## config.mk

```make
export PLATFORM = sky130hd
export DESIGN_NAME = duplicate_value_finder
export DESIGN_NICKNAME = d
export VERILOG_FILES = /design/src/hdl/dvf_pkg.sv /design/src/hdl/dvf_ram.sv /design/src/hdl/duplicate_value_finder.sv
export SDC_FILE = /design/constraint.sdc
export NUM_CORES = 1
export LEC_CHECK = 0
export BUFFER_PORTS_ARGS = -buffer_cell sky130_fd_sc_hd__buf_2
export CORE_MARGIN = 10
export CORE_UTILIZATION = 58
export CTS_BUF_LIST = sky130_fd_sc_hd__clkbuf_8
export DETAILED_ROUTE_END_ITERATION = 8
export GPL_TIMING_DRIVEN = 0
export PLACE_DENSITY = 0.78
export SLEW_MARGIN = 20
export SYNTH_ARGS = -nofsm -noshare
export SYNTH_HDL_FRONTEND = slang
export SYNTH_HIERARCHICAL = 1
export SYNTH_SLANG_ARGS = --single-unit
```

## constraint.sdc

```tcl
create_clock -name clock -period 4.18 [get_ports clock]
set_input_delay 0.209 -clock clock [delete_from_list [all_inputs] [get_ports clock]]
set_output_delay 0.209 -clock clock [all_outputs]
set_load 0.1 [all_outputs]
```

## src/hdl/dvf_pkg.sv

```systemverilog
// Shared types and constants for the duplicate value finder.
package dvf_pkg;

   localparam int Capacity = 16;
   localparam int MaxDups  = 8;
   localparam int DupAw    = $clog2(MaxDups);
   localparam int DupCntW  = $clog2(MaxDups + 1);
   localparam int ValueW   = 32;

   typedef enum logic [3:0] {
      ST_LOAD,
      ST_FETCH,
      ST_LATCH,
      ST_SCAN,
      ST_SETTLE,
      ST_DECIDE,
      ST_EMIT_RD,
      ST_EMIT_LD,
      ST_EMIT_NONE
   } state_type;

endpackage

```

## src/hdl/dvf_ram.sv

```systemverilog
// Generic simple dual-port RAM with registered read data.
module dvf_ram #(
   parameter int WIDTH  = 32,
   parameter int DEPTH  = 16,
   parameter int ADDR_W = $clog2(DEPTH)
) (
   input  logic              clock,
   input  logic              wr_en,
   input  logic [ADDR_W-1:0] wr_addr,
   input  logic [WIDTH-1:0]  wr_data,
   input  logic [ADDR_W-1:0] rd_addr,
   output logic [WIDTH-1:0]  rd_data
);

   logic [WIDTH-1:0] mem_ff [DEPTH];
   logic [WIDTH-1:0] rd_data_ff;

   always_ff @(posedge clock) begin
      if (wr_en) begin
         mem_ff[wr_addr] <= wr_data;
      end
      rd_data_ff <= mem_ff[rd_addr];
   end

   assign rd_data = rd_data_ff;

endmodule

```

## src/hdl/duplicate_value_finder.sv

```systemverilog
// Top level: loads a set of values into RAM, walks it for duplicates, emits each once.
// Loading: one item per cycle while the block is in its load state, no result.
// Closing item: the compare walk reads every stored value against each one in turn,
// through the single read port of the element RAM (one compare per cycle).
// Results then leave in turn through the read and load emit states, held by any stall; the next set loads
// while the last result still waits. Synchronous reset empties the set; no RAM clear.
module duplicate_value_finder #(
   parameter int CAPACITY = dvf_pkg::Capacity
) (
   input  logic        clock,
   input  logic        reset,
   input  logic        req_valid,
   output logic        req_stall,
   input  logic [31:0] req_sample_value,
   input  logic        req_is_final,
   output logic        rsp_valid,
   input  logic        rsp_stall,
   output logic [31:0] rsp_dup_value,
   output logic        rsp_found,
   output logic        rsp_overflow,
   output logic        rsp_run_end
);

   localparam int CNT_W = $clog2(CAPACITY + 1);
   localparam int AW    = $clog2(CAPACITY);

   dvf_pkg::state_type state_ff, state_in;

   logic [CNT_W-1:0]            count_ff, count_in;
   logic [CNT_W-1:0]            i_ff, i_in;
   logic [CNT_W-1:0]            j_ff, j_in;
   logic [AW-1:0]               jd_ff, jd_in;
   logic                        scan_vld_ff, scan_vld_in;
   logic                        earlier_ff, earlier_in;
   logic                        later_ff, later_in;
   logic                        ovf_ff, ovf_in;
   logic [dvf_pkg::DupCntW-1:0] dcnt_ff, dcnt_in;
   logic [dvf_pkg::DupCntW-1:0] k_ff, k_in;
   logic [dvf_pkg::ValueW-1:0]  cur_ff, cur_in;

   logic                        rsp_valid_ff, rsp_valid_in;
   logic [dvf_pkg::ValueW-1:0]  rsp_value_ff, rsp_value_in;
   logic                        rsp_found_ff, rsp_found_in;
   logic                        rsp_ovf_ff, rsp_ovf_in;
   logic                        rsp_end_ff, rsp_end_in;

   logic                        req_accept;
   logic                        out_free;
   logic                        room;
   logic                        is_dup;
   logic                        dup_full;
   logic                        walk_done;
   logic                        last_emit;
   logic                        hit;
   logic [dvf_pkg::DupCntW-1:0] dcnt_next;

   logic                        el_wr_en;
   logic [AW-1:0]               el_rd_addr;
   logic [dvf_pkg::ValueW-1:0]  el_rd_data;
   logic                        dup_wr_en;
   logic [dvf_pkg::DupAw-1:0]   dup_rd_addr;
   logic [dvf_pkg::ValueW-1:0]  dup_rd_data;

   assign req_stall  = (state_ff != dvf_pkg::ST_LOAD);
   assign req_accept = req_valid && !req_stall;
   assign out_free   = !rsp_valid_ff || !rsp_stall;
   assign room       = (count_ff < CNT_W'(CAPACITY));
   assign is_dup     = !earlier_ff && later_ff;
   assign dcnt_next  = dcnt_ff + {{(dvf_pkg::DupCntW-1){1'b0}}, is_dup};
   assign dup_full   = (dcnt_next == dvf_pkg::DupCntW'(dvf_pkg::MaxDups));
   assign walk_done  = ((i_ff + 1'b1) == count_ff) || dup_full;
   assign last_emit  = ((k_ff + 1'b1) == dcnt_ff);
   assign hit        = scan_vld_ff && (el_rd_data == cur_ff);

   dvf_ram #(
      .WIDTH (dvf_pkg::ValueW),
      .DEPTH (CAPACITY)
   ) u_elem_ram (
      .clock   (clock),
      .wr_en   (el_wr_en),
      .wr_addr (count_ff[AW-1:0]),
      .wr_data (req_sample_value),
      .rd_addr (el_rd_addr),
      .rd_data (el_rd_data)
   );

   dvf_ram #(
      .WIDTH (dvf_pkg::ValueW),
      .DEPTH (dvf_pkg::MaxDups)
   ) u_dup_ram (
      .clock   (clock),
      .wr_en   (dup_wr_en),
      .wr_addr (dcnt_ff[dvf_pkg::DupAw-1:0]),
      .wr_data (cur_ff),
      .rd_addr (dup_rd_addr),
      .rd_data (dup_rd_data)
   );

   always_comb begin
      state_in = state_ff;
      unique case (state_ff)
         dvf_pkg::ST_LOAD: begin
            if (req_accept && req_is_final) begin
               state_in = dvf_pkg::ST_FETCH;
            end
         end
         dvf_pkg::ST_FETCH:  state_in = dvf_pkg::ST_LATCH;
         dvf_pkg::ST_LATCH:  state_in = dvf_pkg::ST_SCAN;
         dvf_pkg::ST_SCAN: begin
            if ((j_ff + 1'b1) == count_ff) begin
               state_in = dvf_pkg::ST_SETTLE;
            end
         end
         dvf_pkg::ST_SETTLE: state_in = dvf_pkg::ST_DECIDE;
         dvf_pkg::ST_DECIDE: begin
            if (!walk_done) begin
               state_in = dvf_pkg::ST_FETCH;
            end else if (dcnt_next == '0) begin
               state_in = dvf_pkg::ST_EMIT_NONE;
            end else begin
               state_in = dvf_pkg::ST_EMIT_RD;
            end
         end
         dvf_pkg::ST_EMIT_RD: begin
            if (out_free) begin
               state_in = dvf_pkg::ST_EMIT_LD;
            end
         end
         dvf_pkg::ST_EMIT_LD: begin
            state_in = last_emit ? dvf_pkg::ST_LOAD : dvf_pkg::ST_EMIT_RD;
         end
         dvf_pkg::ST_EMIT_NONE: begin
            if (out_free) begin
               state_in = dvf_pkg::ST_LOAD;
            end
         end
         default: state_in = dvf_pkg::ST_LOAD;
      endcase
   end

   always_comb begin
      count_in     = count_ff;
      i_in         = i_ff;
      j_in         = j_ff;
      jd_in        = j_ff[AW-1:0];
      scan_vld_in  = 1'b0;
      earlier_in   = earlier_ff || (hit && (jd_ff < i_ff[AW-1:0]));
      later_in     = later_ff   || (hit && (jd_ff > i_ff[AW-1:0]));
      ovf_in       = ovf_ff;
      dcnt_in      = dcnt_ff;
      k_in         = k_ff;
      cur_in       = cur_ff;
      el_wr_en     = 1'b0;
      el_rd_addr   = j_ff[AW-1:0];
      dup_wr_en    = 1'b0;
      dup_rd_addr  = k_ff[dvf_pkg::DupAw-1:0];
      rsp_valid_in = rsp_valid_ff && rsp_stall;
      rsp_value_in = rsp_value_ff;
      rsp_found_in = rsp_found_ff;
      rsp_ovf_in   = rsp_ovf_ff;
      rsp_end_in   = rsp_end_ff;
      unique case (state_ff)
         dvf_pkg::ST_LOAD: begin
            if (req_accept) begin
               if (room) begin
                  el_wr_en = 1'b1;
                  count_in = count_ff + 1'b1;
               end else begin
                  ovf_in = 1'b1;
               end
               i_in    = '0;
               dcnt_in = '0;
            end
         end
         dvf_pkg::ST_FETCH: begin
            el_rd_addr = i_ff[AW-1:0];
         end
         dvf_pkg::ST_LATCH: begin
            cur_in     = el_rd_data;
            j_in       = '0;
            earlier_in = 1'b0;
            later_in   = 1'b0;
         end
         dvf_pkg::ST_SCAN: begin
            scan_vld_in = 1'b1;
            j_in        = j_ff + 1'b1;
         end
         dvf_pkg::ST_SETTLE: begin
         end
         dvf_pkg::ST_DECIDE: begin
            dup_wr_en = is_dup;
            dcnt_in   = dcnt_next;
            i_in      = i_ff + 1'b1;
            k_in      = '0;
         end
         dvf_pkg::ST_EMIT_RD: begin
         end
         dvf_pkg::ST_EMIT_LD: begin
            rsp_valid_in = 1'b1;
            rsp_value_in = dup_rd_data;
            rsp_found_in = 1'b1;
            rsp_ovf_in   = ovf_ff;
            rsp_end_in   = last_emit;
            k_in         = k_ff + 1'b1;
            if (last_emit) begin
               count_in = '0;
               dcnt_in  = '0;
               ovf_in   = 1'b0;
            end
         end
         dvf_pkg::ST_EMIT_NONE: begin
            if (out_free) begin
               rsp_valid_in = 1'b1;
               rsp_value_in = '0;
               rsp_found_in = 1'b0;
               rsp_ovf_in   = ovf_ff;
               rsp_end_in   = 1'b1;
               count_in     = '0;
               dcnt_in      = '0;
               ovf_in       = 1'b0;
            end
         end
         default: begin
         end
      endcase
   end

   always_ff @(posedge clock) begin
      if (reset) begin
         state_ff     <= dvf_pkg::ST_LOAD;
         count_ff     <= '0;
         i_ff         <= '0;
         j_ff         <= '0;
         scan_vld_ff  <= 1'b0;
         earlier_ff   <= 1'b0;
         later_ff     <= 1'b0;
         ovf_ff       <= 1'b0;
         dcnt_ff      <= '0;
         k_ff         <= '0;
         rsp_valid_ff <= 1'b0;
      end else begin
         state_ff     <= state_in;
         count_ff     <= count_in;
         i_ff         <= i_in;
         j_ff         <= j_in;
         scan_vld_ff  <= scan_vld_in;
         earlier_ff   <= earlier_in;
         later_ff     <= later_in;
         ovf_ff       <= ovf_in;
         dcnt_ff      <= dcnt_in;
         k_ff         <= k_in;
         rsp_valid_ff <= rsp_valid_in;
      end
   end

   always_ff @(posedge clock) begin
      jd_ff        <= jd_in;
      cur_ff       <= cur_in;
      rsp_value_ff <= rsp_value_in;
      rsp_found_ff <= rsp_found_in;
      rsp_ovf_ff   <= rsp_ovf_in;
      rsp_end_ff   <= rsp_end_in;
   end

   assign rsp_valid     = rsp_valid_ff;
   assign rsp_dup_value = rsp_value_ff;
   assign rsp_found     = rsp_found_ff;
   assign rsp_overflow  = rsp_ovf_ff;
   assign rsp_run_end   = rsp_end_ff;

   a_dcnt_bound: assert property (@(posedge clock) disable iff (reset)
      dcnt_ff <= dvf_pkg::DupCntW'(dvf_pkg::MaxDups))
      else $error("duplicate count beyond list size");

   a_count_bound: assert property (@(posedge clock) disable iff (reset)
      count_ff <= CNT_W'(CAPACITY))
      else $error("element count beyond capacity");

   a_none_is_end: assert property (@(posedge clock) disable iff (reset)
      rsp_valid_ff && !rsp_found_ff |-> rsp_end_ff)
      else $error("empty result without run end");

   a_load_free: assert property (@(posedge clock) disable iff (reset)
      (state_ff == dvf_pkg::ST_EMIT_LD) |-> !rsp_valid_ff)
      else $error("result register overwritten");

endmodule

```

==> results of run 1 <==
## cell type report
cell class,instances,area share
Timing Repair Buffer,164,0.0410
Buffer,77,0.0104
Clock inverter,92,0.0106
Sequential cell,935,0.666
Multi-Input combinational cell,650,0.191
Inverter,7,0.000646
Antenna cell,3,0.000185
Tap cell,782,0.0241
Clock buffer,165,0.0559
## power by group
group	internal, mW	switching [mW]
combinational	0.478	0.722
sequential	10.5	0.232
clock	3.71	3.36
## worst min path at each step
stage | start | end | slack [ns]
floorplan | req_sample_value[0] | u_elem_ram/mem_ff[0][0] | 0.31
global placement | j_ff[1] | jd_ff[1] | 0.41
detailed placement | j_ff[1] | jd_ff[1] | 0.42
CTS | rsp_stall | rsp_valid | 0.24
global route | rsp_stall | rsp_valid | 0.32
finish | rsp_stall | rsp_valid | 0.30
## placed cells by master, fill, tap and decap left out, drive strengths merged, types with 30 or more instances in the layout
cell | Yosys | layout
a22oi | 67 | 67
and2 | 37 | 37
buf | 51 | 178
clkbuf | 26 | 191
dfxtp | 100 | 100
dlygate4sd3 | 0 | 37
edfxtp | 835 | 835
inv | 7 | 67
mux2 | 36 | 36
mux4 | 192 | 192
nand2 | 54 | 54
nor2 | 51 | 51
xor2 | 30 | 30
## sequential cells by signal, summed over array words and instances (netlist names)
name	flops
rsp_valid	1
earlier_ff	1
i_ff	5
rsp_run_end	1
ovf_ff	1
u_dup_ram/rd_data	32
rsp_dup_value	32
u_elem_ram/rd_data	32
u_elem_ram/mem_ff	512
dcnt_ff	4
u_dup_ram/mem_ff	256
rsp_found	1
state_ff	4
jd_ff	4
cur_ff	32
k_ff	4
later_ff	1
rsp_overflow	1
scan_vld_ff	1
j_ff	5
count_ff	5
## timing repair
| item | in CTS | in global routing |
|---|---|---|
| setup buffers | 0 | 0 |
| resized for setup | 0 | 0 |
| hold buffers | 37 | 0 |
| hold endpoints to repair | 527 | 0 |
## layer usage
metal,track usage,share of wire,vias up
li1,-,-,7529
met4,0.0885,0.029,4
met5,0,0.00031,-
met3,0.0519,0.080,187
met2,0.376,0.52,865
met1,0.270,0.37,9054
## cells by family (layout without fill, tap and decap cells)
kind of cell / after synthesis / in the layout / synth area share
flip-flops: 935 / 935 / 0.771
multiplexers: 229 / 229 / 0.139
AND/OR/NAND/NOR: 225 / 225 / 0.0333
AO/OA/AOI/OAI: 137 / 137 / 0.0276
buffers and inverters: 84 / 505 / 0.0128
XOR/XNOR: 49 / 49 / 0.0122
adder cells (fa/ha/maj): 10 / 10 / 0.00356
other: 0 / 3 / 0
## cells in the mapped netlist, types with 6 or more instances
library cell	n	area (µm²)
xor2_1	30	263
nor2b_1	8	50.1
buf_1	16	60.1
edfxtp_1	835	25100
nor2_1	49	184
a21o_1	7	52.6
a21oi_1	24	120
mux4_1	40	1050
inv_1	6	22.5
a22oi_1	67	503
buf_4	11	82.6
nand4_1	6	37.5
nor3_1	16	80.1
xnor2_1	19	166
nand2_1	54	203
buf_2	17	85.1
dfxtp_1	100	2000
nand2b_1	10	62.6
nand3_1	18	90.1
mux4_2	152	3420
o21ai_0	13	65.1
ha_1	10	125
mux2_2	36	405
clkbuf_1	24	90.1
and2_1	37	231
buf_6	7	78.8
## worst register-to-register path: stages, from the launching register on
cell and delay, ns:
dfxtp_1 0.35, buf_2 0.24, nor4b_2 0.55, mux2_2 0.30
buf_2 0.29, buf_1 0.71, mux4_2 0.45, a22oi_1 0.27
nand2_1 0.21
## metrics by stage
step / std cells / setup slack, ns / util / setup TNS [ns]
global placement: 2524 / -2.38 / 0.606 / -709.80
CTS: 2872 / 0.718 / 0.676 / 0
detailed placement: 2578 / 0.751 / 0.625 / 0
floorplan: 1669 / 0.0191 / - / 0
finish: 2875 / 0.637 / 0.676 / 0
global route: 2874 / 0.516 / 0.676 / 0
==> out/metrics.yaml, run 1 <==
hpwlAfterDp_um: 49300
netlist_area_mm2: 0.0351
cp-startpoint: "state_ff[0]"
cp_max_fo: 10
period_needed_ns: 3.54
r2r_start: "state_ff[0]"
remaining_drc_errors: 0
whs_ns: 0.299
port_buffers: 73
multi_input_area_mm2: 0.00777
gp_congestion: 0.853
regToRegSetupSlack_ns: 0.64
clk_pin_slew_worst_paths_ns: 0.07
grt_pass1_vias: 18500
fp.dieH_um: 266
startpoint_type: "flop"
drtPass1Iterations: 6
syn_inst: 1669
syn_avg_cell_area_um2: 21.0
cp_slowest_stage_delay_ns: 0.70
grt_max_degree: 32
worst_pin_slew_ns: 0.917
holdPathStages: 4
cts_buffers: 146
fillCellCount: 3730
ys_ff_latch: 935
grt_pass1_wl_um: 115000
finClkSkew_ns: 0.0295
core_mm2: 0.0601
leakagePower_nw: 13.3
root_buffer: "clkbuf_8"
powerDensity_mw_per_mm2: 469
clockBufferDepth: 3
syn_nets: 1716
ys.warnings.count: 6
cts_htree_levels: 4
cp_slowest_cell: "buf_1"
cts_tree: "done"
maxSlewHeadroom: 0.389
syn_to_final_growth_pct: 15.8
io_pins: 74
endpoint: "u_elem_ram/rd_data[26]"
path_buf_inv: 3
ys.flop_type: "edfxtp_1"
setup_viol: 0
fp-row-count: 90
cp.arrival_ns: 4.14
crit_path_cell_trace: "buf_2 -> nor4b_2 -> mux2_2 -> buf_2 -> buf_1 -> mux4_2 -> a22oi_1 -> nand2_1"
drive_gt1_frac: 0.276
die_x_um: 266
initial_core_util: 0.584
drv_slew: 0
drtIter0Drc: 1694
fin_total_pwr_mw: 19.0
placed_area_mm2: 0.0376
routed_wl_um: 76300
postSynth.asyncResetShare: 0
dieArea_mm2: 0.0708
vias: 17600
gr-total-overflow: 0
synth_edf_count: 835
critPathMostFrequentCell: "buf_2"
maxCapViolations: 0
ant_nets: 0
wire_per_inst_um: 26.5
clk_latency_ns: 0.77
register_area_mm2: 0.0271
seq_area_frac_synth: 0.771
grt_antenna_before_repair: 6
fin_area_mm2: 0.0407
hp-class: "input pin to flop"
setup.worst_path.end_class: "flop"
crit_family: "buffers and inverters"
grtUsageTotal: 0.220
cts_sinks: 935
status: "completed"
min_period_over_period: 0.848
crit_type: "flop to flop"
rsz0062_at_grt: "false"
rr_worst_depth: 8
ir_worst_vdd_v: 0.000347
post_drt_via_cell_ratio: 6.14
regToRegEndpoint: "u_elem_ram/rd_data[26]"
crit_required_ns: 4.78
fmax_ghz: 0.282
nets: 2028
hold_violations: 0
cp.depth: 8
synth_cell_types: 61
No activity file was read; power rests on OpenSTA's default activity.
==> run 2, diff against run 1 <==
- clock period: 4.18 -> 3.05 ns (I/O delays scaled with it)
==> out/metrics.yaml, run 2 (synthesis gave the netlist of run 1 again) <==
crit_path_cell_trace: "buf_2 -> nor4b_4 -> mux2_2 -> buf_2 -> buf_2 -> mux4_2 -> a22oi_1 -> nand2_1"  # was buf_2 -> nor4b_2 -> mux2_2 -> buf_2 -> buf_1 -> mux4_2 -> a22oi_1 -> nand2_1
register_area_mm2: 0.0271  # unchanged
intPower_mw: 20.0  # was 14.7 mW
crit_type: "flop to flop"  # unchanged
maxSlewHeadroom: 0.427  # was 0.389
remaining_drc_errors: 0  # unchanged
fillCellCount: 3706  # was 3730
grt_pass1_wl_um: 112000  # was 115000 µm
clock_power_share: 0.362  # was 0.371
syn_to_final_growth_pct: 15.6  # was 15.8%
io_pins: 74  # unchanged
whs_ns: 0.236  # was 0.299 ns
rr_worst_depth: 8  # unchanged
largestRegisters: "u_elem_ram/mem_ff (512), u_dup_ram/mem_ff (256)"  # unchanged
drtIter0Drc: 1765  # was 1694
multi_input_area_mm2: 0.00781  # was 0.00777 mm²
cts_htree_levels: 4  # unchanged
clk_latency_ns: 0.79  # was 0.77 ns
fp.dieH_um: 266  # unchanged
post_drt_via_cell_ratio: 6.10  # was 6.14
ant_nets: 0  # unchanged
wire_per_inst_um: 25.8  # was 26.5 µm
min_period_over_period: 0.988  # was 0.848
powerDensity_mw_per_mm2: 635  # was 469 mW/mm²
cts_tree: "done"  # unchanged
grt_max_degree: 31  # was 32
nets: 2017  # was 2028
dieArea_mm2: 0.0708  # unchanged
finClkSkew_ns: 0.0278  # was 0.0295 ns
gp_congestion: 0.853  # about the same
pwr-share-seq: 0.573  # was 0.566
cp_slowest_cell: "buf_2"  # was buf_1
clk_pin_slew_worst_paths_ns: 0.06  # was 0.07 ns
grt_antenna_before_repair: 5  # was 6
cp_slowest_stage_delay_ns: 0.40  # was 0.70 ns
p_comb_frac: 0.065  # was 0.063
hold_violations: 0  # unchanged
holdPathStages: 4  # unchanged
die_x_um: 266  # unchanged
clockBufferDepth: 3  # unchanged
gr-total-overflow: 0  # unchanged
ir_worst_vdd_v: 0.000501  # was 0.000347 V
rsz0062_at_grt: "true"  # was false
hpwlAfterDp_um: 47700  # was 49300 µm
routed_wl_um: 73800  # was 76300 µm
leakagePower_nw: 13.3  # about the same
drive_gt1_frac: 0.278  # was 0.276
vias: 17500  # was 17600
drv_slew: 0  # unchanged
largest_reg_flops: 512  # unchanged
drtPass1Iterations: 7  # was 6
critPathMostFrequentCell: "buf_2"  # unchanged
fmax_ghz: 0.332  # was 0.282 GHz
cts_sinks: 935  # unchanged
initial_core_util: 0.584  # unchanged
swShare: 0.226  # about the same
startpoint_type: "flop"  # unchanged
setup.worst_path.end_class: "flop"  # unchanged
cp.arrival_ns: 3.63  # was 4.14 ns
mostFrequentLayoutCells: "edfxtp_1, clkbuf_8, mux4_2"  # unchanged
dp_cells: 2560  # was 2578
cts_buffers: 145  # was 146
period_needed_ns: 3.01  # was 3.54 ns
status: "completed"  # unchanged
fp-row-count: 90  # unchanged
root_buffer: "clkbuf_8"  # unchanged
final_common_cell: "edfxtp_1"  # unchanged
grtUsageTotal: 0.214  # was 0.220
port_buffers: 73  # unchanged
hp-class: "input pin to flop"  # unchanged
fin_cells: 2864  # was 2875
cp_max_fo: 10  # unchanged
core_mm2: 0.0601  # unchanged
grt_pass1_vias: 18100  # was 18500
fin_total_pwr_mw: 25.8  # was 19.0 mW
crit_required_ns: 3.67  # was 4.78 ns
maxCapViolations: 0  # unchanged
largest_register: "u_elem_ram/mem_ff"  # unchanged
p_sw_mw: 5.82  # was 4.31 mW
setup_viol: 0  # unchanged
worst_pin_slew_ns: 0.859  # was 0.917 ns
run 2: changes by cell type in the layout (fill, tap and decap cells not counted), sizes merged:
cell | before | now
dlygate4sd3 | 37 | 38
buf | 178 | 160
clkdlybuf4s15 | 0 | 1
clkbuf | 191 | 186
clkinvlp | 4 | 5
diode | 3 | 1
clkinv | 26 | 37
run 2: cell type report:
| cell class | count | area share |
|---|---|---|
| inverter | 7 | 0.000648 |
| antenna | 1 | 0.0000617 |
| multi-input combinational | 650 | 0.193 |
| buffer | 77 | 0.0122 |
| tap | 782 | 0.0241 |
| sequential | 935 | 0.667 |
| clock buffer | 154 | 0.0522 |
| timing repair buffer | 154 | 0.0389 |
| clock inverter | 104 | 0.0119 |
run 2: per-layer routing:
metal  GRT usage  part of all wire  up-vias
met5           0           0.00034        -
met3      0.0515             0.078      145
met2       0.358              0.51      790
met1       0.267              0.38     9029
li1            -                 -     7502
met4      0.0885             0.031        4
run 2: per-stage QoR:
stage / util / setup TNS [ns] / instance area [µm²] / setup slack [ns]
final: 0.675 / 0 / 40600 / 0.0369
after global routing: 0.675 / -0.133 / 40600 / -0.0354
after CTS: 0.673 / -0.0326 / 40500 / -0.0179
after detailed placement: 0.623 / -7.67 / 37400 / -0.378
after global placement: 0.608 / -767.46 / 36500 / -1.86
after floorplan: - / -49.51 / 35200 / -0.516
run 2: power groups by stage:
stage	Sequential, mW	Combinational (mW)	Clock (mW)
4_1_cts	14.8	1.61	9.54
2_1_floorplan	14.9	0.973	0
3_3_place_gp	15.0	1.42	0
6_report	14.8	1.66	9.34
5_1_grt	14.8	1.76	10.1
3_5_place_dp	15.0	1.55	0
run 2: critical path: cells and delay by family, from the launching register on:
kind | cells | cell delay, ns
buf+inv | 3 | 0.98
flops | 1 | 0.34
compound gates | 1 | 0.27
mux | 2 | 0.64
simple gates | 2 | 0.58
run 2: path summary, 6_finish.rpt:
check              startpoint                      to  slack [ns]
setup reg to reg  state_ff[0]  u_elem_ram/rd_data[21]        0.04
setup / recovery  state_ff[0]  u_elem_ram/rd_data[21]        0.04
hold reg to reg       j_ff[1]                jd_ff[1]        0.42
hold / removal      rsp_stall               rsp_valid        0.24
run 2: what timing repair did:
action / CTS / global route
hold buffers: 38 / 0
gates cloned: 0 / 0
endpoints found under the hold margin: 535 / 0
pin swaps: 1 / 2
gates resized for setup: 17 / 32
setup buffers: 1 / 6
setup endpoints to repair: 39 / 67
